## config.mk

```make
export PLATFORM = sky130hd
export DESIGN_NAME = sbtc_ctrl
export DESIGN_NICKNAME = d
export VERILOG_FILES = /design/src/design/sbtc_pkg.sv /design/src/design/sbtc_ctrl.sv
export SDC_FILE = /design/constraint.sdc
export NUM_CORES = 1
export LEC_CHECK = 0
export BUFFER_PORTS_ARGS = -buffer_cell sky130_fd_sc_hd__buf_2
export CAP_MARGIN = 20
export CORE_AREA = 2 2 39 41
export CTS_CLUSTER_DIAMETER = 200
export DETAILED_ROUTE_END_ITERATION = 6
export DIE_AREA = 0 0 41 43
export GPL_TIMING_DRIVEN = 1
export HOLD_SLACK_MARGIN = 0.03
export PLACE_DENSITY = 0.59
export SYNTH_ARGS = -nofsm -noshare
export SYNTH_HDL_FRONTEND = slang
export SYNTH_SLANG_ARGS = --single-unit
```

## constraint.sdc

```tcl
create_clock -name clock -period 3.5 [get_ports clock]
set_input_delay 0.175 -clock clock [delete_from_list [all_inputs] [get_ports clock]]
set_output_delay 0.175 -clock clock [all_outputs]
set_load 0.01 [all_outputs]
```

## src/design/sbtc_pkg.sv

```systemverilog
// ----------------------------------------------------------------------------
// sbtc_pkg
// shared types and constants of the swept box tile collision block
// ----------------------------------------------------------------------------
package sbtc_pkg;

   localparam int COORD_W    = 20;  // U12.8 coordinate
   localparam int GAP_W      = 8;
   localparam int SPAN_SHIFT = 14;  // 64 pixel tile, 8 fraction bits
   localparam int MAP_IDX_W  = 6;   // 64 x 64 map
   localparam int MAP_LINES  = 64;
   localparam int LINE_W     = 7;   // line index incl. out-of-map lines
   localparam int SUM_W      = COORD_W + 1;

   localparam logic [GAP_W-1:0] GAP_RESET = 8'd3;

   localparam logic REQ_WRITE   = 1'b0;
   localparam logic REQ_RESOLVE = 1'b1;

   localparam logic [MAP_IDX_W-1:0] CLEAR_LAST = MAP_IDX_W'(MAP_LINES - 1);

   typedef enum logic [1:0] {
      SCAN_X_LEFT,
      SCAN_X_RIGHT,
      SCAN_Y_LEFT,
      SCAN_Y_RIGHT
   } scan_sel_type;

   typedef enum logic [2:0] {
      ST_CLEAR,
      ST_IDLE,
      ST_INIT,
      ST_READ,
      ST_CHECK,
      ST_EMIT
   } ctrl_state_type;

   typedef struct packed {
      logic               req_type;
      logic [5:0]         tile_col;
      logic [5:0]         tile_row;
      logic               tile_solid;
      logic [COORD_W-1:0] start_x;
      logic [COORD_W-1:0] start_y;
      logic [COORD_W-1:0] start_w;
      logic [COORD_W-1:0] start_h;
      logic [COORD_W-1:0] end_x;
      logic [COORD_W-1:0] end_y;
      logic [COORD_W-1:0] end_w;
      logic [COORD_W-1:0] end_h;
   } req_payload_type;

   typedef struct packed {
      logic [COORD_W-1:0] pos_x;
      logic [COORD_W-1:0] pos_y;
   } rsp_payload_type;

   typedef struct packed {
      scan_sel_type sel;
      logic         clear;
      logic         map_write;
      logic         load;
      logic         init;
      logic         step;
      logic         commit;
      logic         emit;
   } dp_cmd_type;

   typedef struct packed {
      logic clear_last;
      logic need;
      logic hit;
      logic last;
   } dp_status_type;

endpackage

```

## src/design/sbtc_ctrl.sv

```systemverilog
// ----------------------------------------------------------------------------
// sbtc_ctrl
// sequencer for map clear, tile writes and the four scans of a resolve
// ----------------------------------------------------------------------------
module sbtc_ctrl import sbtc_pkg::*; (
   input  logic          clock,
   input  logic          reset,
   input  logic          req_valid,
   input  logic          req_is_resolve,
   output logic          req_stall,
   output logic          rsp_valid,
   input  logic          rsp_stall,
   output dp_cmd_type    cmd,
   input  dp_status_type status
);

   ctrl_state_type state_ff, state_in;
   scan_sel_type   scan_ff, scan_in;
   logic           rsp_valid_ff;
   logic           scan_done;
   logic           can_emit;

   assign scan_done = (state_ff == ST_INIT && !status.need)
                   || (state_ff == ST_CHECK && (status.hit || status.last));
   assign can_emit  = !rsp_valid_ff || !rsp_stall;

   always_comb begin
      state_in = state_ff;
      unique case (state_ff)
         ST_CLEAR: if (status.clear_last) state_in = ST_IDLE;
         ST_IDLE:  if (req_valid && req_is_resolve) state_in = ST_INIT;
         ST_INIT: begin
            if (status.need) state_in = ST_READ;
            else if (scan_ff == SCAN_Y_RIGHT) state_in = ST_EMIT;
         end
         ST_READ:  state_in = ST_CHECK;
         ST_CHECK: begin
            if (status.hit || status.last) begin
               state_in = (scan_ff == SCAN_Y_RIGHT) ? ST_EMIT : ST_INIT;
            end else begin
               state_in = ST_READ;
            end
         end
         ST_EMIT:  if (can_emit) state_in = ST_IDLE;
         default:  state_in = ST_CLEAR;
      endcase
   end

   always_comb begin
      cmd     = '0;
      cmd.sel = scan_ff;
      unique case (state_ff)
         ST_CLEAR: cmd.clear = 1'b1;
         ST_IDLE: begin
            cmd.load      = req_valid && req_is_resolve;
            cmd.map_write = req_valid && !req_is_resolve;
         end
         ST_INIT:  cmd.init = 1'b1;
         ST_READ:  cmd.init = 1'b0;
         ST_CHECK: begin
            cmd.commit = status.hit;
            cmd.step   = !status.hit && !status.last;
         end
         ST_EMIT:  cmd.emit = can_emit;
         default:  cmd.init = 1'b0;
      endcase
   end

   always_comb begin
      scan_in = scan_ff;
      if (cmd.load) begin
         scan_in = SCAN_X_LEFT;
      end else if (scan_done && scan_ff != SCAN_Y_RIGHT) begin
         scan_in = scan_sel_type'(scan_ff + 2'd1);
      end
   end

   always_ff @(posedge clock) begin
      if (reset) begin
         state_ff     <= ST_CLEAR;
         scan_ff      <= SCAN_X_LEFT;
         rsp_valid_ff <= 1'b0;
      end else begin
         state_ff <= state_in;
         scan_ff  <= scan_in;
         if (cmd.emit) begin
            rsp_valid_ff <= 1'b1;
         end else if (!rsp_stall) begin
            rsp_valid_ff <= 1'b0;
         end
      end
   end

   assign req_stall = state_ff != ST_IDLE;
   assign rsp_valid = rsp_valid_ff;

   a_hold_result: assert property (@(posedge clock) disable iff (reset)
      (state_ff == ST_EMIT && rsp_valid_ff && rsp_stall) |=> (state_ff == ST_EMIT))
      else $error("result overwritten while held");

   a_resolve_start: assert property (@(posedge clock) disable iff (reset)
      (req_valid && !req_stall && req_is_resolve) |=> (state_ff == ST_INIT && scan_ff == SCAN_X_LEFT))
      else $error("resolve did not start at first scan");

   a_scan_continue: assert property (@(posedge clock) disable iff (reset)
      (state_ff == ST_CHECK && !status.hit && !status.last) |=> (state_ff == ST_READ))
      else $error("scan stopped early");

endmodule

```

==> metrics.csv, run 1 <==
metric;value;unit
cts repair resizes;0;
CP Data Required Time;3.32;ns
post-route clock skew;0.000319;ns
slowest CP cell;dfxtp_1;
Die H;43;um
clock-pin slew on the worst setup and hold paths;0.04;ns
Final Hold Fails;0;
Mapped Area;454;um2
Crit path arrival time;1.46;ns
Final ANT Viol Nets;0;
Tot GR Track Use;0.127;
final core utilization;0.408;
grt ovf;0;
min cycle time layout;1.64;ns
RSZ-0062 raised after global routing;false;
worst-case clock buffer depth;2;
WL/cell;10.5;um
Max FO, Critical Path;10;
largest net degree at the start of global routing;11;
core area;1380;um2
number of synthesis warnings;0;
dpl cell area;542;um2
diode count;0;
Worst slew margin;0.772;
initial antenna violation count;0;
DIE WIDTH;41;um
top_reg_cell synth;dfxtp_1;
clock root buffer master;clkbuf_4;
fin area;564;um2
# Post-CTS Setup Buffers;0;
CP endpoint kind;primary output;
Power Dens Cells;447;nW/um2
CTS tree;built;
Final HPWL DP;752;um
number of global-route vias before repair;384;
number of buffers added on ports;19;
status;complete, no violations;
drt total wl;962;um
Iteration-0 DRC Markers;10;
Leak;0.267;nW
initial core utilization;0.328;
post-synthesis sequential area ratio;0.264;
Post-route DRC;0;
Tcrit/Tclk final;0.468;
routed vias/inst;5.08;
Post-synth EDFFs;0;
CP Launch Type;flop;
Post-Layout Cell Count;92;
Ports;20;
Final Power;0.253;mW
Worst-Skew Late Latency;0.24;ns
Setup WS post-layout;1.86;ns
cts hold-fix bufs;0;
first-pass GRT wire length;1490;um
Slew @ Worst Pin;0.340;ns
placed cells;89;
synthesized flop and latch total;6;
CTS buffer count;3;
fin. max-slew vios;0;
fmax;610;MHz
worst vdd ir;0.000143;V
Crit path largest cell delay;0.48;ns
DIE AREA;1760;um2
most common cell after layout, fill and taps aside;buf_2;
Core Rows;14;
Final setup viols;0;
TNS Setup;0;ns
DRT Pass-1 Iters;4;
Area growth syn-to-layout;24.2;%
number of max-cap violations;0;
cell breakdown of the critical path;nor3b_2, and3_1, buf_2;
dpl ws;1.96;ns
Clock Sinks;6;
asr flop ratio synth;0;
layout cells sized above 1;0.355;
Mapped Nets;67;
vias;467;
most frequent cells in the layout;buf_2, nor2_1, dfxtp_1, a21oi_1;
final net count;88;
gpl congestion;0.741;
Hold Crit Class;in2reg;
critical path class;reg2out;
Fill cells;160;
H-tree levels;1;
final hold slack;0.179;ns
Synth Area per Inst;7.97;um2
Distinct cells, synth;32;
Post-Syn Instances;57;
## per-layer routing
| metal | up-vias | routed length [um] | global-route usage |
|---|---|---|---|
| li1 | 244 | - | - |
| met1 | 204 | 455 | 0.165 |
| met2 | 17 | 425 | 0.169 |
| met3 | 2 | 70 | 0.0157 |
| met4 | 0 | 10 | 0.120 |
| met5 | - | 0 | 0 |
## Yosys cell counts, types with 2 or more instances
cell type / instances / area [um2]
buf_6: 2 / 22.5
o21ai_0: 2 / 10.0
dfxtp_1: 6 / 120
nor2b_1: 2 / 12.5
nand2_1: 3 / 11.3
nor2_1: 9 / 33.8
and3_1: 3 / 18.8
nor3_1: 2 / 10.0
a21oi_1: 4 / 20.0
o22a_1: 2 / 17.5
## path summary, 6_finish.rpt
kind                from           to  slack (ns)  cells past startpoint
max          state_ff[0]       cmd[4]        1.86                      3
min                reset    rsp_valid        0.18                      2
max reg2reg  state_ff[1]  state_ff[1]        1.96                      4
min reg2reg   scan_ff[0]   scan_ff[0]        0.51                      2
## layout make-up
cell class,instances,area (um2),share of cell area
inverter,1,3.75,0.00665
tap,16,20.0,0.0355
multi-input combinational,47,303,0.537
sequential,6,120,0.213
clock buffer,3,22.5,0.0399
timing repair buffer,19,95.1,0.169
## power breakdown
| group | internal, mW | total [mW] | switching (mW) |
|---|---|---|---|
| combinational | 0.0486 | 0.0980 | 0.0494 |
| clock | 0.0386 | 0.0612 | 0.0226 |
| sequential | 0.0765 | 0.0933 | 0.0168 |
| total | 0.164 | 0.253 | 0.0888 |
## logic make-up (layout without fill, tap and decap cells)
kind of cell	after synthesis	after routing	share of synthesized area
AO/OA/AOI/OAI	16	16	0.248
adder cells (fa/ha/maj)	1	1	0.0275
buffers and inverters	4	23	0.0688
flip-flops	6	6	0.264
multiplexers	1	1	0.0248
AND/OR/NAND/NOR	29	29	0.366
## registers in the layout, indices dropped and copies added, names as in the netlist
register	count
rsp_valid	1
scan_ff	2
state_ff	3
## critical path: cells and delay by family (launching register included)
family                 cells  cell delay (ns)
and+or+nand+nor            2             0.61
DFF                        1             0.48
buffers and inverters      1             0.13
(Power assumes the default switching activity.)
==> inputs of run 2 (changes only) <==
- clock period: 3.5 -> 1.65 ns (I/O delays scaled with it)
==> metrics.csv, run 2 (synthesized netlist as in run 1, its figures left out) <==
metric;value;unit;change
Worst slew margin;0.759;;-0.0136
Final ANT Viol Nets;0;;unchanged
Tcrit/Tclk final;0.899;;
Final HPWL DP;786;um;+4.4%
Fill cells;146;;-8.8%
largest net degree at the start of global routing;11;;unchanged
most frequent cells in the layout;buf_2, nor2_1, dfxtp_1, a21oi_1;;
status;complete, no violations;;
routed vias/inst;5.05;;-0.44%
most common cell after layout, fill and taps aside;buf_2;;
initial antenna violation count;0;;unchanged
Clock Sinks;6;;unchanged
grt ovf;0;;unchanged
post-route clock skew;0.00202;ns;+0.00170 ns
number of buffers added on ports;19;;unchanged
Post-route DRC;0;;unchanged
Crit path arrival time;1.60;ns;+0.14 ns
layout cells sized above 1;0.377;;+0.0214
Iteration-0 DRC Markers;10;;unchanged
RSZ-0062 raised after global routing;false;;
worst-case clock buffer depth;2;;unchanged
critical path class;reg2reg;;
vias;470;;+0.64%
min cycle time layout;1.48;ns;
final core utilization;0.414;;+0.00633
DIE AREA;1760;um2;unchanged
diode count;0;;unchanged
gpl congestion;0.751;;+1.3%
number of global-route vias before repair;404;;+5.2%
final net count;89;;+1.1%
Slew @ Worst Pin;0.360;ns;+0.0203 ns
DRT Pass-1 Iters;4;;unchanged
CP Launch Type;flop;;
initial core utilization;0.328;;unchanged
first-pass GRT wire length;1560;um;+4.6%
clock-pin slew on the worst setup and hold paths;0.04;ns;about the same
Ports;20;;unchanged
Worst-Skew Late Latency;0.24;ns;about the same
# Post-CTS Setup Buffers;0;;unchanged
worst vdd ir;0.000341;V;+140%
fmax;674;MHz;
CP Data Required Time;1.77;ns;-1.55 ns
Tot GR Track Use;0.133;;+0.00604
multi-input logic area;303;um2;unchanged
drt total wl;961;um;-0.10%
Die H;43;um;unchanged
Power Dens Cells;949;nW/um2;+110%
Area growth syn-to-layout;26.2;%;
Final setup viols;0;;unchanged
CTS buffer count;3;;unchanged
number of max-cap violations;0;;unchanged
clock root buffer master;clkbuf_4;;
WL/cell;10.3;um;-1.2%
Leak;0.273;nW;+2.1%
CTS tree;built;;
Final Hold Fails;0;;unchanged
TNS Setup;0;ns;unchanged
H-tree levels;1;;unchanged
Hold Crit Class;in2reg;;
core area;1380;um2;unchanged
Max FO, Critical Path;4;;-6
Reg with most FFs;state_ff;;
DIE WIDTH;41;um;unchanged
Largest register FFs;3;;unchanged
cts hold-fix bufs;0;;unchanged
Reg area;121;um2;+1.0%
Core Rows;14;;unchanged
fin. max-slew vios;0;;unchanged
CP endpoint kind;flop;;
-- run 2: cell types whose count changed in the layout (fill, tap and decap cells not counted) --
| cell | before | now |
|---|---|---|
| buf_4 | 0 | 1 |
| dfxtp_1 | 6 | 5 |
| dfxtp_2 | 0 | 1 |
-- run 2: worst max-delay path, stage by stage (launching register included) --
cell,delay (ns)
dfxtp_1,0.35
ha_1,0.20
nor3b_1,0.06
o21a_1,0.19
a211oi_2,0.23
mux2_1,0.34
-- run 2: final cells by class --
type | count | area share
multi-input combinational | 47 | 0.528
sequential | 6 | 0.212
timing repair buffer | 20 | 0.179
clock buffer | 3 | 0.0393
tap | 16 | 0.0349
inverter | 1 | 0.00655
-- run 2: through the flow --
step | total power [mW] | hold WS, ns | instance area, um2 | setup slack, ns | cells
finish | 0.544 | 0.0908 | 573 | 0.167 | 93
global route | 0.592 | 0.113 | 573 | 0.0437 | 93
CTS | 0.556 | 0.0769 | 572 | 0.0878 | 93
detailed placement | 0.418 | 0.337 | 549 | 0.105 | 90
global placement | 0.417 | 0.351 | 549 | 0.144 | 90
floorplan | 0.361 | 0.152 | 454 | 0.200 | 57
-- run 2: per-layer routing --
metal,track usage,vias up,routed length (um)
met2,0.188,17,431
met1,0.165,205,448
met4,0.120,0,12
li1,-,246,-
met3,0.0157,2,69
met5,0,-,0
-- run 2: final timing paths --
path	depth (start not counted)	start	to	slack, ns
worst min-delay path	2	reset	rsp_valid	0.09
worst max register to register	5	scan_ff[0]	state_ff[1]	0.17
worst min register to register	2	scan_ff[0]	scan_ff[0]	0.50
worst max-delay path	5	scan_ff[0]	state_ff[1]	0.17
-- run 2: what timing repair did --
item / 4_1_cts / 5_1_grt
setup endpoints to repair: 0 / 1
endpoints found under the hold margin: 0 / 0
resized for setup: 0 / 1
-- run 2: power by group --
group | switching, mW | internal (mW)
sequential | 0.0279 | 0.164
clock | 0.0463 | 0.0818
combinational | 0.114 | 0.110
==> inputs of run 3 (changes only) <==
- CAP_MARGIN: 20 -> 30
- RECOVER_POWER: not set -> 50
==> metrics.csv, run 3 (synthesized netlist as in run 1, its figures left out) <==
metric;value;unit;change
Max FO, Critical Path;4;;unchanged
grt ovf;0;;unchanged
worst-case clock buffer depth;2;;unchanged
cell breakdown of the critical path;ha_1, nor3b_1, o21a_1, a211oi_2, mux2_1;;
Leak;0.247;nW;-9.4%
CP Launch Type;flop;;
Final HPWL DP;786;um;unchanged
core area;1380;um2;unchanged
Clock Sinks;6;;unchanged
TNS Setup;0;ns;unchanged
Ports;20;;unchanged
Tot GR Track Use;0.133;;unchanged
Tcrit/Tclk final;0.903;;+0.00411
CTS buffer count;3;;unchanged
multi-input logic area;295;um2;-2.5%
first-pass GRT wire length;1560;um;unchanged
Final Power;0.533;mW;-1.9%
worst vdd ir;0.000331;V;-3.0%
crit-path leading delay family;compound AO/OA/AOI/OAI gates;;
Fill cells;151;;+3.4%
Die H;43;um;unchanged
fin area;558;um2;-2.6%
Final ANT Viol Nets;0;;unchanged
critical path class;reg2reg;;
Core Rows;14;;unchanged
RSZ-0062 raised after global routing;false;;
CP endpoint kind;flop;;
Worst-Skew Late Latency;0.24;ns;about the same
dpl ws;0.105;ns;unchanged
DIE AREA;1760;um2;unchanged
largest net degree at the start of global routing;11;;unchanged
min cycle time layout;1.49;ns;+0.00678 ns
number of buffers added on ports;19;;unchanged
diode count;0;;unchanged
Slew @ Worst Pin;0.352;ns;-0.00797 ns
Reg area;121;um2;unchanged
Largest register FFs;3;;unchanged
fmax;671;MHz;-0.45%
clock root buffer master;clkbuf_4;;
Crit path largest cell delay;0.35;ns;about the same
critical hold path startpoint;reset;;
routed vias/inst;5.11;;+1.1%
CP Data Required Time;1.77;ns;about the same
gpl congestion;0.751;;unchanged
fin. max-slew vios;0;;unchanged
initial core utilization;0.328;;unchanged
vias;475;;+1.1%
number of global-route vias before repair;404;;unchanged
most frequent cells in the layout;buf_2, nor2_1, clkbuf_1, dfxtp_1, a21oi_1;;
layout cells sized above 1;0.286;;-0.0909
Crit path arrival time;1.61;ns;about the same
CTS tree;built;;
post-route clock skew;0.00202;ns;-0.0000000800 ns
critical path startpoint;scan_ff[0];;
final hold slack;0.0918;ns;+0.00101 ns
R2R Path Start;scan_ff[0];;
DRT Pass-1 Iters;4;;unchanged
Post-route DRC;0;;unchanged
# Post-CTS Setup Buffers;0;;unchanged
drt total wl;970;um;+0.94%
slowest CP cell;dfxtp_1;;
Worst slew margin;0.764;;+0.00534
status;complete, no violations;;
dpl cell area;549;um2;unchanged
WL/cell;10.4;um;+0.94%
most common cell after layout, fill and taps aside;buf_2;;
Area growth syn-to-layout;22.9;%;
clock-pin slew on the worst setup and hold paths;0.04;ns;about the same
Final Hold Fails;0;;unchanged
initial antenna violation count;0;;unchanged
CP bufs+invs;0;;unchanged
Reg with most FFs;state_ff;;
Hold Crit Class;in2reg;;
Power Dens Cells;956;nW/um2;+0.75%
Setup WS post-layout;0.160;ns;-0.00678 ns
Final setup viols;0;;unchanged
H-tree levels;1;;unchanged
Iteration-0 DRC Markers;9;;-1
DIE WIDTH;41;um;unchanged
final net count;89;;unchanged
number of max-cap violations;0;;unchanged
cts hold-fix bufs;0;;unchanged
run 3: cell types whose count changed in the layout (fill, tap and decap cells not counted), sizes merged:
cell	previous run	this run
buf	20	14
clkbuf	3	9
run 3: cell type report:
class	instances	share of cell area
clock buffers	3	0.0404
inverters	1	0.00673
multi-input cells	47	0.529
flip-flops and latches	6	0.217
well taps	16	0.0359
repair buffers	20	0.170
run 3: through the flow:
stage / cells / util
final: 93 / 0.403
after global routing: 93 / 0.403
after CTS: 93 / 0.413
after detailed placement: 90 / 0.397
after global placement: 90 / 0.397
after floorplan: 57 / -
run 3: repair_timing:
item	4_1_cts	5_1_grt
resized for setup	0	1
hold endpoints to repair	0	0
endpoints found under the setup margin	0	1
run 3: layer usage:
metal | GRT usage | part of all wire | vias up
met2 | 0.188 | 0.45 | 17
li1 | - | - | 245
met4 | 0.120 | 0.012 | 0
met5 | 0 | 0 | -
met3 | 0.0157 | 0.070 | 2
met1 | 0.165 | 0.46 | 211
run 3: worst register-to-register path: cells and delay by family, from the launching register on:
family,cells,cell delay [ns]
mux,1,0.34
flops,1,0.35
fa+ha+maj,1,0.20
compound gates,2,0.42
simple gates,1,0.06
run 3: final timing paths:
| path | endpoint | slack, ns | depth (start not counted) |
|---|---|---|---|
| max | state_ff[1] | 0.16 | 5 |
| min | rsp_valid | 0.09 | 2 |
| max reg2reg | state_ff[1] | 0.16 | 5 |
| min reg2reg | scan_ff[0] | 0.50 | 2 |
run 3: where the power goes:
group	internal (mW)	switching (mW)
combinational	0.102	0.114
clock	0.0818	0.0463
sequential	0.164	0.0251
total	0.348	0.186
